### src/rtl/ubxfr_pkg.sv
`timescale 1ns / 1ps

package ubxfr_pkg;

   localparam logic [7:0]  SYNC_FIRST        = 8'hB5;
   localparam logic [7:0]  SYNC_SECOND       = 8'h62;
   localparam logic [15:0] MAX_PAYLOAD_RESET = 16'd1024;
   localparam int          QUEUE_DEPTH       = 4;

   typedef enum logic [2:0] {
      KIND_DATA     = 3'd0,
      KIND_GOOD     = 3'd1,
      KIND_BAD_SUM  = 3'd2,
      KIND_TOO_LONG = 3'd3,
      KIND_TRUNC    = 3'd4
   } kind_type;

   typedef enum logic [8:0] {
      PH_HUNT    = 9'b000000001,
      PH_SYNC2   = 9'b000000010,
      PH_CLASS   = 9'b000000100,
      PH_ID      = 9'b000001000,
      PH_LEN_LO  = 9'b000010000,
      PH_LEN_HI  = 9'b000100000,
      PH_PAYLOAD = 9'b001000000,
      PH_CK_A    = 9'b010000000,
      PH_CK_B    = 9'b100000000
   } phase_type;

   typedef struct packed {
      kind_type    kind;
      logic [7:0]  msg_class;
      logic [7:0]  msg_id;
      logic [15:0] payload_length;
      logic [7:0]  data_byte;
      logic [15:0] byte_index;
   } result_type;

endpackage

### src/rtl/ubx_frame_receiver_top.sv
`timescale 1ns / 1ps

// Receiver for UBX frames, fed one received byte per item on the req_ channel
// (req_tdata is the byte, req_tlast marks the last byte of a receive buffer).
// Each item yields zero or one result on the rsp_ channel: a payload byte with
// its index, frame good, checksum error, length too long or truncated, with
// the kind on rsp_tuser and the frame's class, id and length in rsp_tdata.
// The max_payload limit is written through csr_wr_en / csr_wr_data while idle;
// the user must ensure this, as the block does not enforce it. Throughput is
// one byte per cycle while the result queue (QueueDepth entries) has space. A
// result enters the queue as its byte is accepted and reaches rsp_ once the
// entries ahead of it drain. When the receiver holds rsp_tready low and the
// queue fills, req_tready drops until an entry drains, and no byte is lost.
// Reset returns the parser to hunting for the sync pair, empties the queue and
// sets max_payload to 1024; with no clearing pass, bytes are taken at once.
module ubx_frame_receiver_top #(
   parameter int QueueDepth = ubxfr_pkg::QUEUE_DEPTH
) (
   input  logic        clock,
   input  logic        reset,
   input  logic        req_tvalid,
   output logic        req_tready,
   input  logic [7:0]  req_tdata,   // [7:0] rx_byte
   input  logic        req_tlast,   // end_of_buffer
   output logic        rsp_tvalid,
   input  logic        rsp_tready,
   output logic [55:0] rsp_tdata,   // [7:0] msg_class, [15:8] msg_id, [31:16] payload_length,
                                    // [39:32] data_byte, [55:40] byte_index
   output logic [2:0]  rsp_tuser,   // [2:0] kind
   input  logic        csr_wr_en,
   input  logic [15:0] csr_wr_data  // [15:0] max_payload
);
   import ubxfr_pkg::*;

   logic [15:0] max_payload_ff;
   logic        queue_space;
   logic        res_push;
   result_type  res_data;
   result_type  out_data;

   always_ff @(posedge clock) begin
      if (reset) begin
         max_payload_ff <= MAX_PAYLOAD_RESET;
      end else if (csr_wr_en) begin
         max_payload_ff <= csr_wr_data;
      end
   end

   ubxfr_parser u_parser (
      .clock       (clock),
      .reset       (reset),
      .in_valid    (req_tvalid),
      .in_byte     (req_tdata),
      .in_last     (req_tlast),
      .in_ready    (req_tready),
      .max_payload (max_payload_ff),
      .queue_space (queue_space),
      .res_push    (res_push),
      .res_data    (res_data)
   );

   ubxfr_queue #(
      .Depth (QueueDepth)
   ) u_queue (
      .clock     (clock),
      .reset     (reset),
      .push      (res_push),
      .push_data (res_data),
      .space     (queue_space),
      .out_valid (rsp_tvalid),
      .out_ready (rsp_tready),
      .out_data  (out_data)
   );

   assign rsp_tuser = out_data.kind;
   assign rsp_tdata = {out_data.byte_index, out_data.data_byte, out_data.payload_length,
                       out_data.msg_id, out_data.msg_class};

endmodule

### src/rtl/ubxfr_parser.sv
`timescale 1ns / 1ps

module ubxfr_parser (
   input  logic                 clock,
   input  logic                 reset,
   input  logic                 in_valid,
   input  logic [7:0]           in_byte,
   input  logic                 in_last,
   output logic                 in_ready,
   input  logic [15:0]          max_payload,
   input  logic                 queue_space,
   output logic                 res_push,
   output ubxfr_pkg::result_type res_data
);
   import ubxfr_pkg::*;

   phase_type   phase_ff, phase_in;
   logic [7:0]  sum_a_ff, sum_a_in;
   logic [7:0]  sum_b_ff, sum_b_in;
   logic [7:0]  class_ff, class_in;
   logic [7:0]  id_ff, id_in;
   logic [15:0] length_ff, length_in;
   logic [15:0] seen_ff, seen_in;
   logic [7:0]  rx_sum_a_ff, rx_sum_a_in;

   logic        accept;
   logic [7:0]  add_a;
   logic [7:0]  add_b;
   logic [15:0] full_length;
   logic [15:0] seen_next;
   logic        have;
   logic        done;
   kind_type    kind;
   logic [7:0]  data;
   logic [15:0] index;
   logic        in_frame;

   assign in_ready = queue_space;
   assign accept   = in_valid & queue_space;

   assign add_a       = sum_a_ff + in_byte;
   assign add_b       = sum_b_ff + add_a;
   assign full_length = {in_byte, length_ff[7:0]};
   assign seen_next   = seen_ff + 16'd1;

   always_comb begin
      phase_in    = phase_ff;
      sum_a_in    = sum_a_ff;
      sum_b_in    = sum_b_ff;
      class_in    = class_ff;
      id_in       = id_ff;
      length_in   = length_ff;
      seen_in     = seen_ff;
      rx_sum_a_in = rx_sum_a_ff;
      have        = 1'b0;
      done        = 1'b0;
      kind        = KIND_DATA;
      data        = 8'd0;
      index       = 16'd0;
      case (phase_ff)
         PH_SYNC2: begin
            if (in_byte == SYNC_SECOND) begin
               phase_in    = PH_CLASS;
               sum_a_in    = 8'd0;
               sum_b_in    = 8'd0;
               class_in    = 8'd0;
               id_in       = 8'd0;
               length_in   = 16'd0;
               seen_in     = 16'd0;
               rx_sum_a_in = 8'd0;
            end else if (in_byte != SYNC_FIRST) begin
               phase_in = PH_HUNT;
            end
         end
         PH_CLASS: begin
            class_in = in_byte;
            sum_a_in = add_a;
            sum_b_in = add_b;
            phase_in = PH_ID;
         end
         PH_ID: begin
            id_in    = in_byte;
            sum_a_in = add_a;
            sum_b_in = add_b;
            phase_in = PH_LEN_LO;
         end
         PH_LEN_LO: begin
            length_in = {8'd0, in_byte};
            sum_a_in  = add_a;
            sum_b_in  = add_b;
            phase_in  = PH_LEN_HI;
         end
         PH_LEN_HI: begin
            length_in = full_length;
            sum_a_in  = add_a;
            sum_b_in  = add_b;
            if (full_length > max_payload) begin
               have     = 1'b1;
               done     = 1'b1;
               kind     = KIND_TOO_LONG;
               phase_in = PH_HUNT;
            end else if (full_length == 16'd0) begin
               phase_in = PH_CK_A;
            end else begin
               phase_in = PH_PAYLOAD;
            end
         end
         PH_PAYLOAD: begin
            sum_a_in = add_a;
            sum_b_in = add_b;
            have     = 1'b1;
            kind     = KIND_DATA;
            data     = in_byte;
            index    = seen_ff;
            seen_in  = seen_next;
            if (seen_next >= length_ff) begin
               phase_in = PH_CK_A;
            end
         end
         PH_CK_A: begin
            rx_sum_a_in = in_byte;
            phase_in    = PH_CK_B;
         end
         PH_CK_B: begin
            have     = 1'b1;
            done     = 1'b1;
            kind     = (rx_sum_a_ff == sum_a_ff && in_byte == sum_b_ff) ? KIND_GOOD
                                                                         : KIND_BAD_SUM;
            phase_in = PH_HUNT;
         end
         default: begin
            phase_in = (in_byte == SYNC_FIRST) ? PH_SYNC2 : PH_HUNT;
         end
      endcase

      // A buffer end inside a started frame abandons it and reports truncation.
      in_frame = (phase_in != PH_HUNT) && (phase_in != PH_SYNC2);
      if (in_last && !done) begin
         if (in_frame) begin
            have  = 1'b1;
            kind  = KIND_TRUNC;
            data  = 8'd0;
            index = 16'd0;
         end
         phase_in = PH_HUNT;
      end
   end

   assign res_push                = accept & have;
   assign res_data.kind           = kind;
   assign res_data.msg_class      = class_in;
   assign res_data.msg_id         = id_in;
   assign res_data.payload_length = length_in;
   assign res_data.data_byte      = data;
   assign res_data.byte_index     = index;

   always_ff @(posedge clock) begin
      if (reset) begin
         phase_ff    <= PH_HUNT;
         sum_a_ff    <= 8'd0;
         sum_b_ff    <= 8'd0;
         class_ff    <= 8'd0;
         id_ff       <= 8'd0;
         length_ff   <= 16'd0;
         seen_ff     <= 16'd0;
         rx_sum_a_ff <= 8'd0;
      end else if (accept) begin
         phase_ff    <= phase_in;
         sum_a_ff    <= sum_a_in;
         sum_b_ff    <= sum_b_in;
         class_ff    <= class_in;
         id_ff       <= id_in;
         length_ff   <= length_in;
         seen_ff     <= seen_in;
         rx_sum_a_ff <= rx_sum_a_in;
      end
   end

endmodule

### src/rtl/ubxfr_queue.sv
`timescale 1ns / 1ps

module ubxfr_queue #(
   parameter int Depth = 4
) (
   input  logic                 clock,
   input  logic                 reset,
   input  logic                 push,
   input  ubxfr_pkg::result_type push_data,
   output logic                 space,
   output logic                 out_valid,
   input  logic                 out_ready,
   output ubxfr_pkg::result_type out_data
);
   import ubxfr_pkg::*;

   localparam int PtrWidth   = (Depth > 1) ? $clog2(Depth) : 1;
   localparam int CountWidth = $clog2(Depth + 1);

   result_type            entry_ff [Depth];
   logic [PtrWidth-1:0]   wr_ptr_ff, wr_ptr_in;
   logic [PtrWidth-1:0]   rd_ptr_ff, rd_ptr_in;
   logic [CountWidth-1:0] count_ff, count_in;
   logic                  pop;

   assign space     = (count_ff != CountWidth'(Depth));
   assign out_valid = (count_ff != '0);
   assign pop       = out_valid & out_ready;
   assign out_data  = entry_ff[rd_ptr_ff];

   always_comb begin
      wr_ptr_in = wr_ptr_ff;
      rd_ptr_in = rd_ptr_ff;
      count_in  = count_ff;
      if (push) begin
         wr_ptr_in = (wr_ptr_ff == PtrWidth'(Depth - 1)) ? '0 : wr_ptr_ff + 1'b1;
      end
      if (pop) begin
         rd_ptr_in = (rd_ptr_ff == PtrWidth'(Depth - 1)) ? '0 : rd_ptr_ff + 1'b1;
      end
      if (push && !pop) begin
         count_in = count_ff + 1'b1;
      end else if (pop && !push) begin
         count_in = count_ff - 1'b1;
      end
   end

   always_ff @(posedge clock) begin
      if (push) begin
         entry_ff[wr_ptr_ff] <= push_data;
      end
   end

   always_ff @(posedge clock) begin
      if (reset) begin
         wr_ptr_ff <= '0;
         rd_ptr_ff <= '0;
         count_ff  <= '0;
      end else begin
         wr_ptr_ff <= wr_ptr_in;
         rd_ptr_ff <= rd_ptr_in;
         count_ff  <= count_in;
      end
   end

endmodule

### config.mk
export PLATFORM = sky130hd
export DESIGN_NAME = ubx_frame_receiver_top
export DESIGN_NICKNAME = d
export VERILOG_FILES = /design/src/rtl/ubxfr_pkg.sv /design/src/rtl/ubx_frame_receiver_top.sv /design/src/rtl/ubxfr_parser.sv /design/src/rtl/ubxfr_queue.sv
export SDC_FILE = /design/constraint.sdc
export NUM_CORES = 1
export LEC_CHECK = 0
export BUFFER_PORTS_ARGS = -buffer_cell sky130_fd_sc_hd__buf_2
export CORE_ASPECT_RATIO = 1.1
export CORE_UTILIZATION = 35
export DETAILED_ROUTE_END_ITERATION = 7
export HOLD_SLACK_MARGIN = 0.1
export MAX_ROUTING_LAYER = met4
export SYNTH_ARGS = -nofsm -noshare
export SYNTH_HDL_FRONTEND = slang
export SYNTH_SLANG_ARGS = --single-unit
### constraint.sdc
create_clock -name clock -period 6.6 [get_ports clock]
set_input_delay 0.99 -clock clock [delete_from_list [all_inputs] [get_ports clock]]
set_output_delay 0.99 -clock clock [all_outputs]
set_load 0.005 [all_outputs]
==> key figures <==
Outcome
  • Status: completed

Logic synthesis
  • Synth cell types: 69
  • Top cell type's share of synthesized area: 46.49%
  • Syn Nets: 1,233
  • Synth warnings: 0
  • EDFF count, synth: 236
  • Fraction of registers with async set/reset: 0%
  • Post-synth top area cell: edfxtp_1
  • Most used DFF post-synth: edfxtp_1
  • Synth Area per Inst: 13.29 um^2
  • Post-synthesis cell area: 15,240 um^2
  • Post-synthesis register bit count: 342
  • Synth Instances: 1,147
  • Synth top area cells: edfxtp_1 (46%), dfxtp_1 (14%), mux4_2 (8.7%)
  • Post-synthesis sequential area ratio: 60.41%

Route
  • Starting DRC count in detailed routing: 607
  • 1st-pass router iterations: 7
  • Final ANT Viol Nets: 0
  • DR vias/cell: 5.230
  • Vias after detailed routing: 9,503
  • DR WL/cell: 19.66 um
  • DRC viols: 0
  • WL final: 35,730 um

GRT
  • First-pass GRT wire length: 56,200 um
  • GRT Total Usage: 16.61%
  • Largest net degree at the start of global routing: 104
  • GR Layer Usage met3: 2.577%
  • GR Util met1: 21.32%
  • Vias in the first global route: 9,636
  • Initial antenna violation count: 0
  • Met2 Use GR: 27.63%
  • Gr ovfl total: 0
  • GRT Max-Usage Layer: met2

Critical path
  • Critical path class: primary input to register
  • CP max FO: 15
  • Kind of start point of the critical path: primary input
  • Worst Path Required: 7.03 ns
  • Highest-delay cell along the critical path: a2111o_1
  • FF-to-FF Start: u_queue.count_ff[0]$_SDFFE_PP0P_
  • Crit. path cell count: 14
  • Reg2Reg Setup Slack: 2.86 ns
  • Worst Path Arrival: 4.43 ns
  • R2r worst-path depth: 12
  • Cell Chain, Critical Path: buf_2 -> ha_1 -> a21o_1 -> a21o_1 -> a2111o_1 -> or3_1 -> a31oi_4 -> inv_1 -> ha_1 -> inv_1 -> fa_1 -> xor2_1 -> or3_1 -> a21oi_1
  • Reg-to-Reg End: u_queue.count_ff[2]$_SDFFE_PP0P_
  • Setup crit end kind: register
  • Worst Path Buf+Inv: 3
  • Worst stage delay on the critical path: 0.46 ns
  • Crit-path leading delay family: compound AO/OA/AOI/OAI gates

Layout
  • N_diodes: 0
  • Layout Nets: 1,308
  • Post-Layout Cell Count: 1,817
  • Share of cells above drive strength 1: 18.96%
  • Fillers: 3,926
  • Area grow syn2layout: 14.44%
  • Post-Route Utilization: 40.95%

Timing
  • Final Cycle Share: 60.52%
  • Period minus WS final: 3.994 ns
  • Worst slew pin tran: 1.160 ns
  • Unrepaired setup endpoints after global routing: no
  • Final Max Tran Viols: 0
  • Final WS setup: 2.606 ns
  • Max Freq: 0.2504 GHz
  • Final number of hold-violating endpoints: 0
  • Max_slew headroom: 22.65%
  • Post-route setup TNS: 0 ns
  • Setup Skew: 0.01325 ns
  • Setup violations, final: 0

Die
  • Top Ports: 91
  • Die extent in x: 201.0 um
  • Die ar.: 44,400 um^2
  • Row Count: 79
  • Starting Density: 35.78%
  • Core Area: 42,600 um^2
  • Die Y: 220.9 um

Clock tree
  • Inserted Clock Buffers: 36
  • Clk_lat worst skew: 0.52 ns
  • Clk buf depth: 3
  • Reg clk slew, reported paths: 0.06 ns
  • CTS Sinks: 342
  • Clock tree from TritonCTS: yes
  • H-Tree Depth: 2
  • Hold Buf Count CTS: 0
  • Post-CTS Resized: 0
  • Setup bufs post-CTS: 0
  • Clock root buffer: clkbuf_16

Worst hold path
  • WHS Path Cells: 2
  • Worst Min Path Start: u_parser.id_ff[1]$_SDFFE_PP0P_
  • Hold crit path type: register to register
  • Worst-case hold path end point: u_parser.id_ff[1]$_SDFFE_PP0P_

Placed design
  • IO buf count: 90
  • DP HPWL: 23,950 um
  • Placed cells: 1,751
  • Pre-CTS setup slack: 2.037 ns
  • GPL Wtd Cong: 0.8551

Power and ir drop
  • Peak supply drop: 147.3 uV
  • Tot Pwr: 4.415 mW
  • Power per cell area: 253.1 nW/um^2
  • Leakage: 5.812 nW

Job
  • Maxcap violations: 0
-- worst max-delay path by stage --
stage	end	from	slack (ns)
after floorplan	u_queue.entry_ff[0][0]$_DFFE_PP_	req_tdata[7]	1.09
after global placement	u_queue.entry_ff[0][13]$_DFFE_PP_	req_tdata[7]	2.11
after detailed placement	u_queue.entry_ff[0][13]$_DFFE_PP_	req_tdata[6]	2.04
after CTS	u_queue.entry_ff[0][45]$_DFFE_PP_	req_tdata[7]	2.60
after global routing	u_queue.entry_ff[0][13]$_DFFE_PP_	req_tdata[5]	2.46
final	u_queue.count_ff[2]$_SDFFE_PP0P_	req_tdata[5]	2.61
-- flip-flops by register name (all words and copies together), names as in the netlist, named ones only --
register	count
u_parser.sum_a_ff	8
u_parser.id_ff	8
u_parser.length_ff	16
u_queue.wr_ptr_ff	2
u_parser.phase_ff	9
u_parser.class_ff	8
u_parser.rx_sum_a_ff	8
max_payload_ff	16
u_queue.count_ff	3
u_queue.entry_ff	236
u_queue.rd_ptr_ff	2
u_parser.sum_b_ff	8
u_parser.seen_ff	16
-- placed cells by master (no fill, tap or decap), drive strengths merged, types with 16 or more instances in the layout --
cell | Yosys | final
a21oi | 60 | 60
nand2 | 72 | 72
edfxtp | 236 | 236
and3 | 37 | 37
xnor2 | 31 | 31
mux2i | 17 | 17
dfxtp | 106 | 106
ha | 53 | 53
buf | 11 | 102
o21ai | 25 | 25
nand3 | 30 | 30
xor2 | 16 | 16
clkbuf | 53 | 48
nor2 | 95 | 95
nor3 | 17 | 17
a22o | 24 | 24
mux4 | 59 | 59
a22oi | 28 | 28
inv | 48 | 50
-- worst min-delay path, stage by stage, from the launching register on --
cell and delay [ns]:
dfxtp_1 0.31, nand2_1 0.05, a21oi_1 0.05
-- metal layers --
layer / part of all wire [%] / up-vias
met2: 50 / 252
met1: 43 / 4707
met5: 0 / -
li1: - / 4497
met4: 1.6 / 0
met3: 5.2 / 47
-- power by group --
part	switching (mW)	internal, mW	total (mW)	leakage [nW]
logic	0.0632	0.0322	0.0954	2.44
registers	0.00349	2.27	2.27	2.79
clock network	0.806	1.24	2.05	0.582
-- layout make-up --
class	count	area (um^2)	share of cell area, %
Sequential cell	342	9214	52.81
Multi-Input combinational cell	692	5600	32.10
Clock buffer	48	977.2	5.601
Tap cell	567	709.4	4.066
Timing Repair Buffer	102	543.0	3.112
Clock inverter	18	222.7	1.277
Inverter	48	180.2	1.033
-- kinds of logic after synthesis --
logic type,Yosys count,share of synthesized area [%]
fa+ha+maj,56,4.744
buf+inv,113,3.053
simple gates,326,11.01
compound gates,187,8.249
xor+xnor,47,2.700
mux,76,9.833
flops,342,60.41
-- cells in the mapped netlist (7+ instances only) --
| library cell | n |
|---|---|
| xnor2_1 | 31 |
| nor2_1 | 95 |
| a22oi_1 | 28 |
| nand2_1 | 72 |
| mux2i_1 | 17 |
| nand4_1 | 15 |
| a21o_1 | 7 |
| a22o_1 | 24 |
| clkbuf_1 | 51 |
| edfxtp_1 | 236 |
| or3_1 | 10 |
| nor3_1 | 15 |
| nor3b_1 | 7 |
| dfxtp_1 | 106 |
| a31oi_1 | 12 |
| o21ai_0 | 23 |
| and3_1 | 33 |
| ha_1 | 53 |
| nor2b_1 | 11 |
| a21oi_1 | 60 |
| xor2_1 | 16 |
| o31ai_1 | 8 |
| mux4_2 | 59 |
| inv_1 | 48 |
| nand3_1 | 29 |
-- per-stage QoR --
stage               cell area, um^2  hold WS, ns
CTS                           17450       0.4576
floorplan                     15240       0.4360
detailed placement            16250       0.4495
global route                  17450       0.4819
finish                        17450       0.4567
global placement              16250       0.4423
Power figures use the tool's default switching activity.
